$ cat config.mk
export PLATFORM = sky130hd
export DESIGN_NAME = simb_ram
export DESIGN_NICKNAME = d
export VERILOG_FILES = /design/src/hdl/simb_ram.sv
export SDC_FILE = /design/constraint.sdc
export NUM_CORES = 2
export LEC_CHECK = 0
export BUFFER_PORTS_ARGS = -buffer_cell sky130_fd_sc_hd__buf_2
export CAP_MARGIN = 5
export CORE_MARGIN = 2
export CORE_UTILIZATION = 43
export DETAILED_ROUTE_END_ITERATION = 8
export PLACE_DENSITY = 0.58
export REMOVE_ABC_BUFFERS = 1
export SETUP_SLACK_MARGIN = 0.4
export SYNTH_ARGS = -nofsm -noshare
export SYNTH_HDL_FRONTEND = slang
export SYNTH_SLANG_ARGS = --single-unit
$ cat constraint.sdc
create_clock -name aclk -period 3 [get_ports aclk]
set_input_delay 0 -clock aclk [delete_from_list [all_inputs] [get_ports aclk]]
set_output_delay 0 -clock aclk [all_outputs]
set_load 0.05 [all_outputs]
$ cat src/hdl/simb_ram.sv
`default_nettype none
// ----------------------------------------------------------------------------
// simb_ram: generic single-port-write, single-port-read synchronous RAM
// One write and one read per cycle; the read data is registered, so it
// appears in the cycle after the address. Contents are undefined until written.
// ----------------------------------------------------------------------------
module simb_ram #(
    parameter int ADDR_BITS = 8,
    parameter int DATA_BITS = 16
) (
    input  wire logic                 aclk,
    input  wire logic                 we,
    input  wire logic [ADDR_BITS-1:0] waddr,
    input  wire logic [DATA_BITS-1:0] wdata,
    input  wire logic [ADDR_BITS-1:0] raddr,
    output logic      [DATA_BITS-1:0] rdata
);

    logic [DATA_BITS-1:0] mem [(1 << ADDR_BITS)];

    // Write port.
    always_ff @(posedge aclk) begin
        if (we) begin
            mem[waddr] <= wdata;
        end
    end

    // Registered read port.
    always_ff @(posedge aclk) begin
        rdata <= mem[raddr];
    end

endmodule
`default_nettype wire

# After elaboration in Yosys (flattened, before gate mapping)
# Memory sizes are Yosys's and may differ from the RTL's. A register that Yosys moved wholly into a read port is not among the register bits.
# Cells that the tools add are included.
[op_classes] mux=2
[op_table] operator="2-to-1 mux 1 bit" n=2
[word_totals] mem_bits_rw=4096 elab_cells=3 reg_bits=0 mem_count=1
[mem_list] name="mem" words=256 word_bits=16 rd=1 rd_clocked_by_memory_dff=1 write_ports=1 line_no="19" rtl="logic [DATA_BITS-1:0] mem [(1 << ADDR_BITS)];"

# Longest topological paths before layout
[depth] word_depth=2 mapped_depth=12 mapped_depth_nobuf=6

# Worst setup path before layout
# No wires, ideal clock.
[synth_path] path_kind="in2reg" start="in waddr[3]" end="mem mem[235][0], enable pin" arrival_ns=1.777 path_slack_ns=0.835 path_buffers=3 setup_time_ns=0.388 path_stages=6 path_cell_list="clkbuf_1 -> nor2b_1 -> clkbuf_1 -> nand4_1 -> clkbuf_1 -> nor2_1"
[synth_rtl] item="from (decl)" line_no="13" rtl="input wire logic [ADDR_BITS-1:0] waddr,"
[synth_rtl] item="to (decl)" line_no="19"
# No word-level cell before the write port.

==> impl_metrics.toml <==
[outcome]
status = "finished, final reports clean"

[floorplanning]
dieArea_sq_mm = 0.3740
die_w_um = 611.5
core_sq_mm = 0.3683
io_pins = 50
start_util_pct = 43.09
die_h_um = 611.5
rows = 223

[clock_network]
post-cts-setup-buffer-count = 0
root_buffer = "clkbuf_16"
cts_buffer_depth = 4
clk_pin_slew_ns = 0.06
htree_levels = 5
numClockSinks = 4112
clk_latency_ns = 1.01
numCtsBuffers = 422
cts_tree = "built"

[critical_path]
cp.depth = 6
cp-startpoint = "mem[62][5]"
cpMaxStageDelayCell = "mux4_2"
cp_slowest_stage_delay_ns = 0.55
critPathMaxFanout = 1
r2r_end = "rdata[5]"
arrival_ns = 3.46
rr_startpoint = "mem[62][5]"
path_cells = "mux4_2 > mux4_2 > a22o_2 > o32ai_4 > buf_4 > nor4_1"
start_kind = "register"
endpoint = "rdata[5]"
cp_num_buf_inv = 1
reg2reg_depth = 6
crit_family = "multiplexers"
path_class = "register to register"
cp.required_ns = 3.84
rrSetupSlack_ns = 0.38
critPathCaptureType = "register"
cp_common_cell = "mux4_2"

[placed_design]
dp_hpwl_um = 270500
routabilityCongestion = 0.8803
port_buffers = 49

[detailed_routing]
ant_nets = 0
firstDrtPassIters = 5
drt_iter0_markers = 10090
remaining_drc_errors = 0
viasPerCell = 6.011
via_count = 80340
wl_um = 435900
avgRoutedWirePerCell_um = 32.62

[synthesis]
seq_area_frac_synth_pct = 77.70
synth_top_area_share_pct = 77.50
synthArstFlopShare_pct = 0
yosys.area.top_type = "edfxtp_1"
synth_top_family_by_area = "multiplexers"
synthTopCellsByArea = "edfxtp_1 77%, mux4_2 11%, mux2i_1 3.6%"
synth-compound-area-share_pct = 3.537
yosysMostFrequentCell = "edfxtp_1"
avgSynthCellArea_sq_um = 21.56
yosysUniqueCellTypes = 52
synth_fa_ha_area_share_pct = 0
synth-xor-area-share_pct = 0
synth.cell_area_sq_mm = 0.1587
yosys.area_share.simple_pct = 1.574
synth_common_cells = "4096 x edfxtp_1, 797 x mux4_2, 565 x mux2i_1"
synthFlopType = "edfxtp_1"
synthCells = 7360
ys_ff_latch = 4112
synth-edff-count = 4096
synthMuxAreaShare_pct = 15.50
synthesis.yosys.warnings = 0

[global_route]
grt_overflow = 0
use_met1_pct = 32.85
grt_pass1_wl_um = 612000
grt_max_degree = 119
grt_busiest_layer = "met2"
antenna_found_initial = 24
gr-usage-all-layers_pct = 23.07
use_met3_pct = 3.884
grt_use_met2_pct = 36.62
grt_pass1_vias = 79390

[cells_and_area]
finish.utilization_pct = 49.90
fillers = 29230
area_growth_pct = 15.79
drive_above_1_share_pct = 27.91
final_net_count = 8205

[power]
power.density_mw_per_mm2 = 660.1
p_leak_nw = 58.89
power_w = 0.1213
vdd.ir_drop.worst_mv = 0.5153

[sta]
finalHoldViolCount = 0
timing.final.crit_share_pct = 87.48
timing.fmax_mhz = 381.0
rsz0062_at_grt = "yes"
period_minus_slack_ns = 2.624
finalMaxSlewViolations = 0
setup_viol = 0
clock_skew_ns = 0.06260
relSlewSlack_pct = 11.09
tightest_slew_ns = 1.323

[flow_run]
maxCapViolations = 0

[worst_hold_path]
hp-class = "primary input to register"
[cells in the final DEF (no fill, tap or decap), drive strengths merged, types with 3 or more instances in the layout]
cell type	synthesis	final
a2111oi	6	6
a22o	32	32
a31oi	6	6
a22oi	43	43
o21ai	38	38
mux2	88	88
nor2b	9	9
mux4	797	797
a21oi	175	175
nand3	35	35
or2	5	5
a211oi	18	18
o22ai	148	148
clkinvlp	0	13
a221oi	28	28
inv	4	20
buf	222	801
diode	0	5
bufinv	0	36
nand2b	3	3
edfxtp	4096	4096
clkbuf	230	503
dlygate4sd3	0	37
nor3	92	92
mux2i	565	565
nand4b	3	3
and3	11	11
nor4	18	18
dfxtp	16	16
nand2	38	38
o32ai	21	21
clkinv	0	210
o221ai	253	253
o31ai	16	16
nand4	26	26
nor2	304	304
[repair_timing]
item,CTS,global route
pin swaps,0,2
setup endpoints to repair,8,9
hold buffers,37,0
endpoints found under the hold margin,4740,0
resized for setup,13,14
[registers in the layout, indices dropped and copies added (netlist names)]
name and count:
mem 4096, rdata 16
[area by class of cell]
class	instances	area (sq um)	area share, %
diodes	5	12.51	0.006808
clock buffers	502	10950	5.956
clock inverters	275	2511	1.366
inverters	4	27.53	0.01498
multi-input cells	2792	33060	17.99
flip-flops and latches	4112	123300	67.10
well taps	4837	6052	3.293
repair buffers	839	7848	4.270
[report_power, final]
part	internal [W]	switching, W
Combinational	0.00235	0.00431
Clock	0.0292	0.0220
Sequential	0.0633	0.000115
[how the worst min path moves through the flow]
stage | cells after the start | end | from | slack [ns]
finish | 2 | mem[128][7] | wdata[7] | 0.06
global route | 2 | mem[139][14] | wdata[14] | 0.07
CTS | 5 | rdata[1] | raddr[6] | 0.02
detailed placement | 1 | mem[136][0] | wdata[0] | 0.44
global placement | 1 | mem[136][0] | wdata[0] | 0.43
floorplan | 0 | mem[0][0] | wdata[0] | 0.1
[per-stage QoR]
step | worst slack, ns | cells | hold WS, ns | area [sq um] | setup TNS, ns
finish | 0.3757 | 13370 | 0.06024 | 183800 | 0
global route | 0.3617 | 13360 | 0.06619 | 183800 | 0
CTS | 0.3701 | 13360 | 0.01887 | 183700 | 0
detailed placement | -0.5227 | 12550 | 0.4435 | 169800 | -2.102
global placement | -0.4705 | 12550 | 0.4343 | 169800 | -1.875
floorplan | -3.495 | 6908 | 0.09887 | 156000 | -53.94
[cell families (layout without fill, tap and decap cells)]
logic type / after synthesis / count (layout)
compound gates: 786 / 786
buf+inv: 456 / 1620
flops: 4112 / 4112
simple gates: 556 / 556
other cells: 0 / 5
mux: 1450 / 1450
[routing by layer]
metal	vias to the layer above	share of wire, %
li1	32970	-
met4	2	3.3
met5	-	0.0021
met2	3573	48
met3	592	8.1
met1	43210	41
Power figures use the tool's default switching activity.
