--- config.mk ---
export PLATFORM = sky130hd
export DESIGN_NAME = simb_seg_bitmap
export DESIGN_NICKNAME = d
export VERILOG_FILES = /design/src/hdl/simb_pkg.sv /design/src/hdl/simb_ram.sv /design/src/hdl/simb_seg_bitmap.sv
export SDC_FILE = /design/constraint.sdc
export NUM_CORES = 2
export LEC_CHECK = 0
export BUFFER_PORTS_ARGS = -buffer_cell sky130_fd_sc_hd__buf_2
export CORE_MARGIN = 2
export CORE_UTILIZATION = 35
export CTS_CLUSTER_SIZE = 12
export DETAILED_ROUTE_END_ITERATION = 8
export PLACE_DENSITY = 0.46
export SYNTH_ARGS = -nofsm -noshare
export SYNTH_HDL_FRONTEND = slang
export SYNTH_SLANG_ARGS = --single-unit
--- constraint.sdc ---
create_clock -name aclk -period 25 [get_ports aclk]
set_input_delay 2.5 -clock aclk [delete_from_list [all_inputs] [get_ports aclk]]
set_output_delay 2.5 -clock aclk [all_outputs]
set_load 0.05 [all_outputs]
--- src/hdl/simb_pkg.sv ---
`default_nettype none
// ----------------------------------------------------------------------------
// simb_pkg: shared definitions for the segmented id map builder
// Holds the field widths, the derived memory geometry, the command codes and
// the request bundle that drives the segment bitmap.
// ----------------------------------------------------------------------------
package simb_pkg;

    // Field widths of the item ports.
    localparam int ID_BITS  = 16;
    localparam int SEG_BITS = 4;
    localparam int PID_BITS = 16;
    localparam int CMD_BITS = 2;

    // Segment geometry.
    localparam int SEG_SIZE     = 1 << SEG_BITS;
    localparam int SEG_NUM_BITS = ID_BITS - SEG_BITS;
    localparam int CURSOR_BITS  = SEG_NUM_BITS + 1;

    // The segment-used bitmap is kept as words of 2^BM_WORD_BITS bits.
    localparam int BM_WORD_BITS = 4;
    localparam int BM_WORD      = 1 << BM_WORD_BITS;
    localparam int BM_ROW_BITS  = SEG_NUM_BITS - BM_WORD_BITS;
    localparam int BM_ROWS      = 1 << BM_ROW_BITS;

    // Command codes of an input item.
    typedef enum logic [CMD_BITS-1:0] {
        CMD_ADD   = 2'd0,
        CMD_EMIT  = 2'd1,
        CMD_CLEAR = 2'd2
    } cmd_t;

    // Request from the controller to the segment bitmap.
    typedef struct packed {
        logic [BM_ROW_BITS-1:0]  rd_row;
        logic                    set_en;
        logic [SEG_NUM_BITS-1:0] set_seg;
        logic                    clear;
    } bm_req_t;

endpackage
`default_nettype wire

--- src/hdl/simb_ram.sv ---
`default_nettype none
// ----------------------------------------------------------------------------
// simb_ram: generic single-port-write, single-port-read synchronous RAM
// One write and one read per cycle; the read data is registered, so it
// appears in the cycle after the address. Contents are undefined until written.
// ----------------------------------------------------------------------------
module simb_ram #(
    parameter int ADDR_BITS = 8,
    parameter int DATA_BITS = 16
) (
    input  wire logic                 aclk,
    input  wire logic                 we,
    input  wire logic [ADDR_BITS-1:0] waddr,
    input  wire logic [DATA_BITS-1:0] wdata,
    input  wire logic [ADDR_BITS-1:0] raddr,
    output logic      [DATA_BITS-1:0] rdata
);

    logic [DATA_BITS-1:0] mem [(1 << ADDR_BITS)];

    // Write port.
    always_ff @(posedge aclk) begin
        if (we) begin
            mem[waddr] <= wdata;
        end
    end

    // Registered read port.
    always_ff @(posedge aclk) begin
        rdata <= mem[raddr];
    end

endmodule
`default_nettype wire

--- src/hdl/simb_seg_bitmap.sv ---
`default_nettype none
// ----------------------------------------------------------------------------
// simb_seg_bitmap: one used bit per segment
// The bits live in a RAM of 16-bit words. Each word has a valid flop that
// reset and the clear request drop at once; a word that is not valid reads
// as zero. A set request merges one bit into the word that was read in the
// previous cycle, so the caller must have read that word first.
// ----------------------------------------------------------------------------
module simb_seg_bitmap (
    input  wire logic                              aclk,
    input  wire logic                              aresetn,
    input  wire simb_pkg::bm_req_t                 req,
    output logic      [simb_pkg::BM_WORD-1:0]      rd_word
);

    logic [simb_pkg::BM_ROWS-1:0]     row_vld_reg;
    logic                             rd_vld_reg;
    logic [simb_pkg::BM_WORD-1:0]     ram_q;
    logic [simb_pkg::BM_ROW_BITS-1:0] wr_row;
    logic [simb_pkg::BM_WORD-1:0]     wr_word;

    // Merge the new bit into the word fetched last cycle.
    assign wr_row  = req.set_seg[simb_pkg::SEG_NUM_BITS-1:simb_pkg::BM_WORD_BITS];
    assign wr_word = rd_word | (simb_pkg::BM_WORD'(1)
                     << req.set_seg[simb_pkg::BM_WORD_BITS-1:0]);

    simb_ram #(
        .ADDR_BITS(simb_pkg::BM_ROW_BITS),
        .DATA_BITS(simb_pkg::BM_WORD)
    ) u_ram (
        .aclk  (aclk),
        .we    (req.set_en),
        .waddr (wr_row),
        .wdata (wr_word),
        .raddr (req.rd_row),
        .rdata (ram_q)
    );

    // Word valid flops, cleared as a whole.
    always_ff @(posedge aclk) begin
        if (!aresetn || req.clear) begin
            row_vld_reg <= '0;
        end else if (req.set_en) begin
            row_vld_reg[wr_row] <= 1'b1;
        end
    end

    // Valid flag of the word being read, aligned with the RAM data.
    always_ff @(posedge aclk) begin
        if (!aresetn) begin
            rd_vld_reg <= 1'b0;
        end else begin
            rd_vld_reg <= row_vld_reg[req.rd_row];
        end
    end

    assign rd_word = rd_vld_reg ? ram_q : '0;

endmodule
`default_nettype wire

# Yosys cells after proc, flatten, opt, wreduce, memory -nomap -nowiden

Memory sizes are Yosys's and may differ from the RTL's. A register that Yosys moved wholly into a read port is not among the register bits.
Cells that the tools add are included.

Register bits after elaboration: 257
Memory bits (writable): 4096
Input port bits: 24
Logic and storage cells: 19
Memories: 1

Memories:

| name      | words | bits a word | rd ports | clocked after Yosys merged registers in | wr ports | RTL line       | text |
|---|---|---|---|---|---|---|---|
| u_ram.mem | 256   | 16          | 1        | 1                                       | 1        | simb_ram.sv:19 | `logic [DATA_BITS-1:0] mem [(1 << ADDR_BITS)];` |

$lt $le $gt $ge: 3
Shift-type cells: 1
Mux-type cells: 7
Bitwise gates (word level): 2
Reduce and logical (&&, ||, !) cells: 3

Operators with widths:

| operator                                                   | count |
|---|---|
| OR 256 bit                                                 | 1 |
| less-than comparator 8 x 9 -> 1 bit, second input constant | 2 |
| 2-to-1 mux 16 bit                                          | 1 |
| OR 16 bit                                                  | 1 |
| left shift 1 x 4 -> 16 bit, first input constant           | 1 |
| binary-select mux 1 bit (select 8 bit)                     | 1 |
| demux 1 bit (select 8 bit)                                 | 1 |
| >= comparator 8 x 1 -> 1 bit, second input constant        | 1 |
| 2-to-1 mux 1 bit                                           | 4 |
| logical AND 1 bit                                          | 1 |
| zero test 1 bit                                            | 1 |
| logical OR 1 bit                                           | 1 |

# Longest topological paths before layout

Depth in word-level cells: 5
Gate-level depth with buffers: 14
Mapped depth without buffers: 7

# Modules after synthesis

From an unflattened synthesis, not the netlist that was laid out.

Cells, all modules: 8503
Area, all modules: 169218.5 µm²

Modules (own cells, without submodules):

| module          | times used | cells each | area an instance (µm²) | sequential area each (µm²) |
|---|---|---|---|---|
| simb_ram        | 1          | 7360       | 158714.7               | 123318.3 |
| simb_seg_bitmap | 1          | 1143       | 10503.8                | 5144.9 |

# Least setup slack after synthesis

No wires, ideal clock.

Path kind: input port to flip-flop
Start point: input req[3] in the netlist's numbering
End point: memory u_ram.mem[0][2] (data pin)
Setup time: 1.504 ns
Arrival time: 9.373 ns
Required time: 23.496 ns
Setup slack: 14.123 ns
Stages on the path: 2
Cell sequence: or2_2 o21bai_1

Cells in the longest elaborated chain, start to end: 2

RTL lines:

| what                       | RTL line              | text |
|---|---|---|
| start, declared            | simb_seg_bitmap.sv:12 | `input wire simb_pkg::bm_req_t req,` |
| left shift 1 x 4 -> 16 bit | simb_seg_bitmap.sv:24 | `assign wr_word = rd_word \| (simb_pkg::BM_WORD'(1)` |
| OR 16 bit                  | simb_seg_bitmap.sv:24 |  |
| via u_ram.wdata[2]         | simb_ram.sv:14        | `input wire logic [DATA_BITS-1:0] wdata,` |
| end, declared              | simb_ram.sv:19        |  |

The timed path passes the listed nets, and every way through them passes these cells.

==> results.yml <==
synth:
  syn_area_per_cell_um2: 21.8
  ys_seq_area_frac: 0.767
  syn-num-nets: 7713
  yosys_warnings: 0
  synth-seq-cells: 4369
  ys_types: 57
  ys.flop_type: "edfxtp_1"
  syn_area_um2: 168000
  synth_edf_count: 4096
  synthCells: 7689
  async_flop_share: 0
worst_setup_path:
  cpPeakStageDelay_ns: 1.03
  cp-end-kind: "flip-flop"
  path_max_fanout: 99
  critPathSlowestCell: "nor4_1"
  cpMostUsedCell: "buf_4"
  critPathBufInv: 6
  worstSetupPathType: "in -> reg"
  startpoint_type: "input port"
  arrival_ns: 9.22
  crit_chain: "buf_8 > buf_12 > buf_4 > buf_4 > buf_12 > buf_4 > mux4_2 > mux4_2 > mux2i_1 > nor2_1 > nor4_1 > nor4_1"
  crit_family: "buffers and inverters"
  cp.required_ns: 25.86
placement:
  globalplace.congestion: 0.809
  dp_cells: 14077
  portBuffers: 39
  dp_slack_ns: 15.57
  dp_hpwl_um: 306000
clock_tree:
  ctsHtreeMaxLevel: 5
  clock_latency_ns: 1.04
  cts-root-buf: "clkbuf_16"
  ctsLongestPathBuffers: 4
  cts_setup_buffers: 0
  post_cts_resized: 0
  cts_hold_buf: 0
  cts_tree: "yes"
  cts_made_buffers: 459
  clk_pin_slew_ns: 0.06
  cts_sinks: 4369
finish:
  synthToLayoutAreaGrowth_pct: 14.5
  final_nets: 8163
  drive_gt1_frac: 0.296
  fin_cells: 14942
  largest_register_ffs: 4096
  fin_util: 0.401
  final_common_cell: "edfxtp_1"
  layout_common_cells: "edfxtp_1 (4096), mux4_2 (1195), nor2_1 (562)"
drt:
  ant_nets: 0
  dr.first_iter.drc_count: 9799
  routed-via-count: 82575
  viasPerCell: 5.53
  wire_per_inst_um: 34.7
  routed_wl_um: 519000
  drt_first_pass_iters: 6
  drc: 0
sta:
  clock_skew_ns: 0.0793
  hold_viol_final: 0
  fin_setup_tns_ns: 0
  rsz0062_at_grt: "false"
  relSlewSlack: 0.0926
  fin_crit_ns: 8.36
  setup_viol: 0
  setup_slack_ns: 16.64
  timing.fmax_mhz: 120
  hold_slack_ns: 0.464
  period_share: 0.334
  tightestPinTransition_ns: 1.36
  maxSlewViolCount: 0
grt:
  antenna_found_initial: 41
  grtUsageTotal: 0.212
  grt-ovfl-total: 0
  grt_busiest_layer: "met2"
  grt_max_degree: 224
  grt_pass1_wl_um: 711000
  gr-usage-met3: 0.0315
  use_met2: 0.333
  grt_pass1_vias: 83317
  use_met1: 0.309
floorplanning:
  rows: 254
  io_pins: 40
  start_util: 0.351
  die-area_um2: 484000
  die_h_um: 696
  die_w_um: 696
  coreArea_um2: 478000
power_and_ir_drop:
  max-vdd-ir-drop_mv: 0.0658
  cellPowerDensity_nw_per_um2: 81.7
  p_leak_nw: 59.9
flow_run:
  maxCapViolations: 0
run_status:
  outcome: "complete, no violations"
worst_hold_path:
  hp-class: "reg -> reg"
-- logic make-up after synthesis --
logic type             share of synthesized area
DFF                                        0.767
muxes                                      0.174
and+or+nand+nor                           0.0303
buffers and inverters                     0.0160
AOI/OAI and AO/OA                         0.0128
-- area by class of cell --
type / instances / area, µm²
fillers: 42069 / 286000
clock buffers: 651 / 12700
diodes: 21 / 52.6
repair buffers: 415 / 3250
well taps: 6400 / 8010
clock inverters: 192 / 1510
inverters: 6 / 42.5
flip-flops and latches: 4369 / 128000
multi-input cells: 2888 / 37800
-- worst register-to-register path, delay by kind of cell, from the launching register on --
family                 cells  cell delay [ns]
AO/OA/AOI/OAI              1             0.49
buffers and inverters      3             2.59
flip-flops                 1             1.11
AND/OR/NAND/NOR            1             0.56
-- Yosys cell counts (all sizes together), types with 16 or more instances --
cell	instances	share of area
mux4	1195	0.16
nand2	147	0.0033
clkbuf	152	0.0034
o22ai	61	0.0023
o21ba	29	0.0017
mux2i	210	0.013
a211oi	28	0.0013
or3	16	0.00060
buf	274	0.012
nand4	52	0.0019
and2	41	0.0015
nor2	774	0.017
o21bai	17	0.00076
a31oi	16	0.00060
a32oi	19	0.00099
nand3	45	0.0013
nor2b	30	0.0011
dfxtp	273	0.033
a21oi	16	0.00048
edfxtp	4096	0.73
nor4	34	0.0013
a22oi	49	0.0022
-- stage by stage --
stage	power, mW	instance area [µm²]
after global routing	16.1	192000
after detailed placement	9.32	177000
after CTS	15.8	192000
after global placement	9.29	177000
after floorplan	8.99	168000
final	15.7	192000
-- path summary, 6_finish.rpt --
check	startpoint	to	slack, ns	cells after the start
worst min-delay path	row_vld_reg[126]	row_vld_reg[126]	0.46	2
worst max-delay path	req[15]	u_ram.rdata[14]	16.64	12
worst max register to register	rd_vld_reg	u_ram.mem[206][6]	19.76	5
worst min register to register	row_vld_reg[126]	row_vld_reg[126]	0.46	2
-- power breakdown --
part	switching (mW)	internal [mW]	total, mW
registers	0.0114	8.19	8.21
logic	0.690	0.258	0.948
clock network	2.84	3.68	6.52
-- routing by layer --
layer | vias up | part of all wire
li1 | 32965 | -
met1 | 46088 | 0.44
met2 | 2841 | 0.47
met3 | 663 | 0.062
met4 | 18 | 0.029
met5 | - | 0.00024
Power figures use the tool's default switching activity.
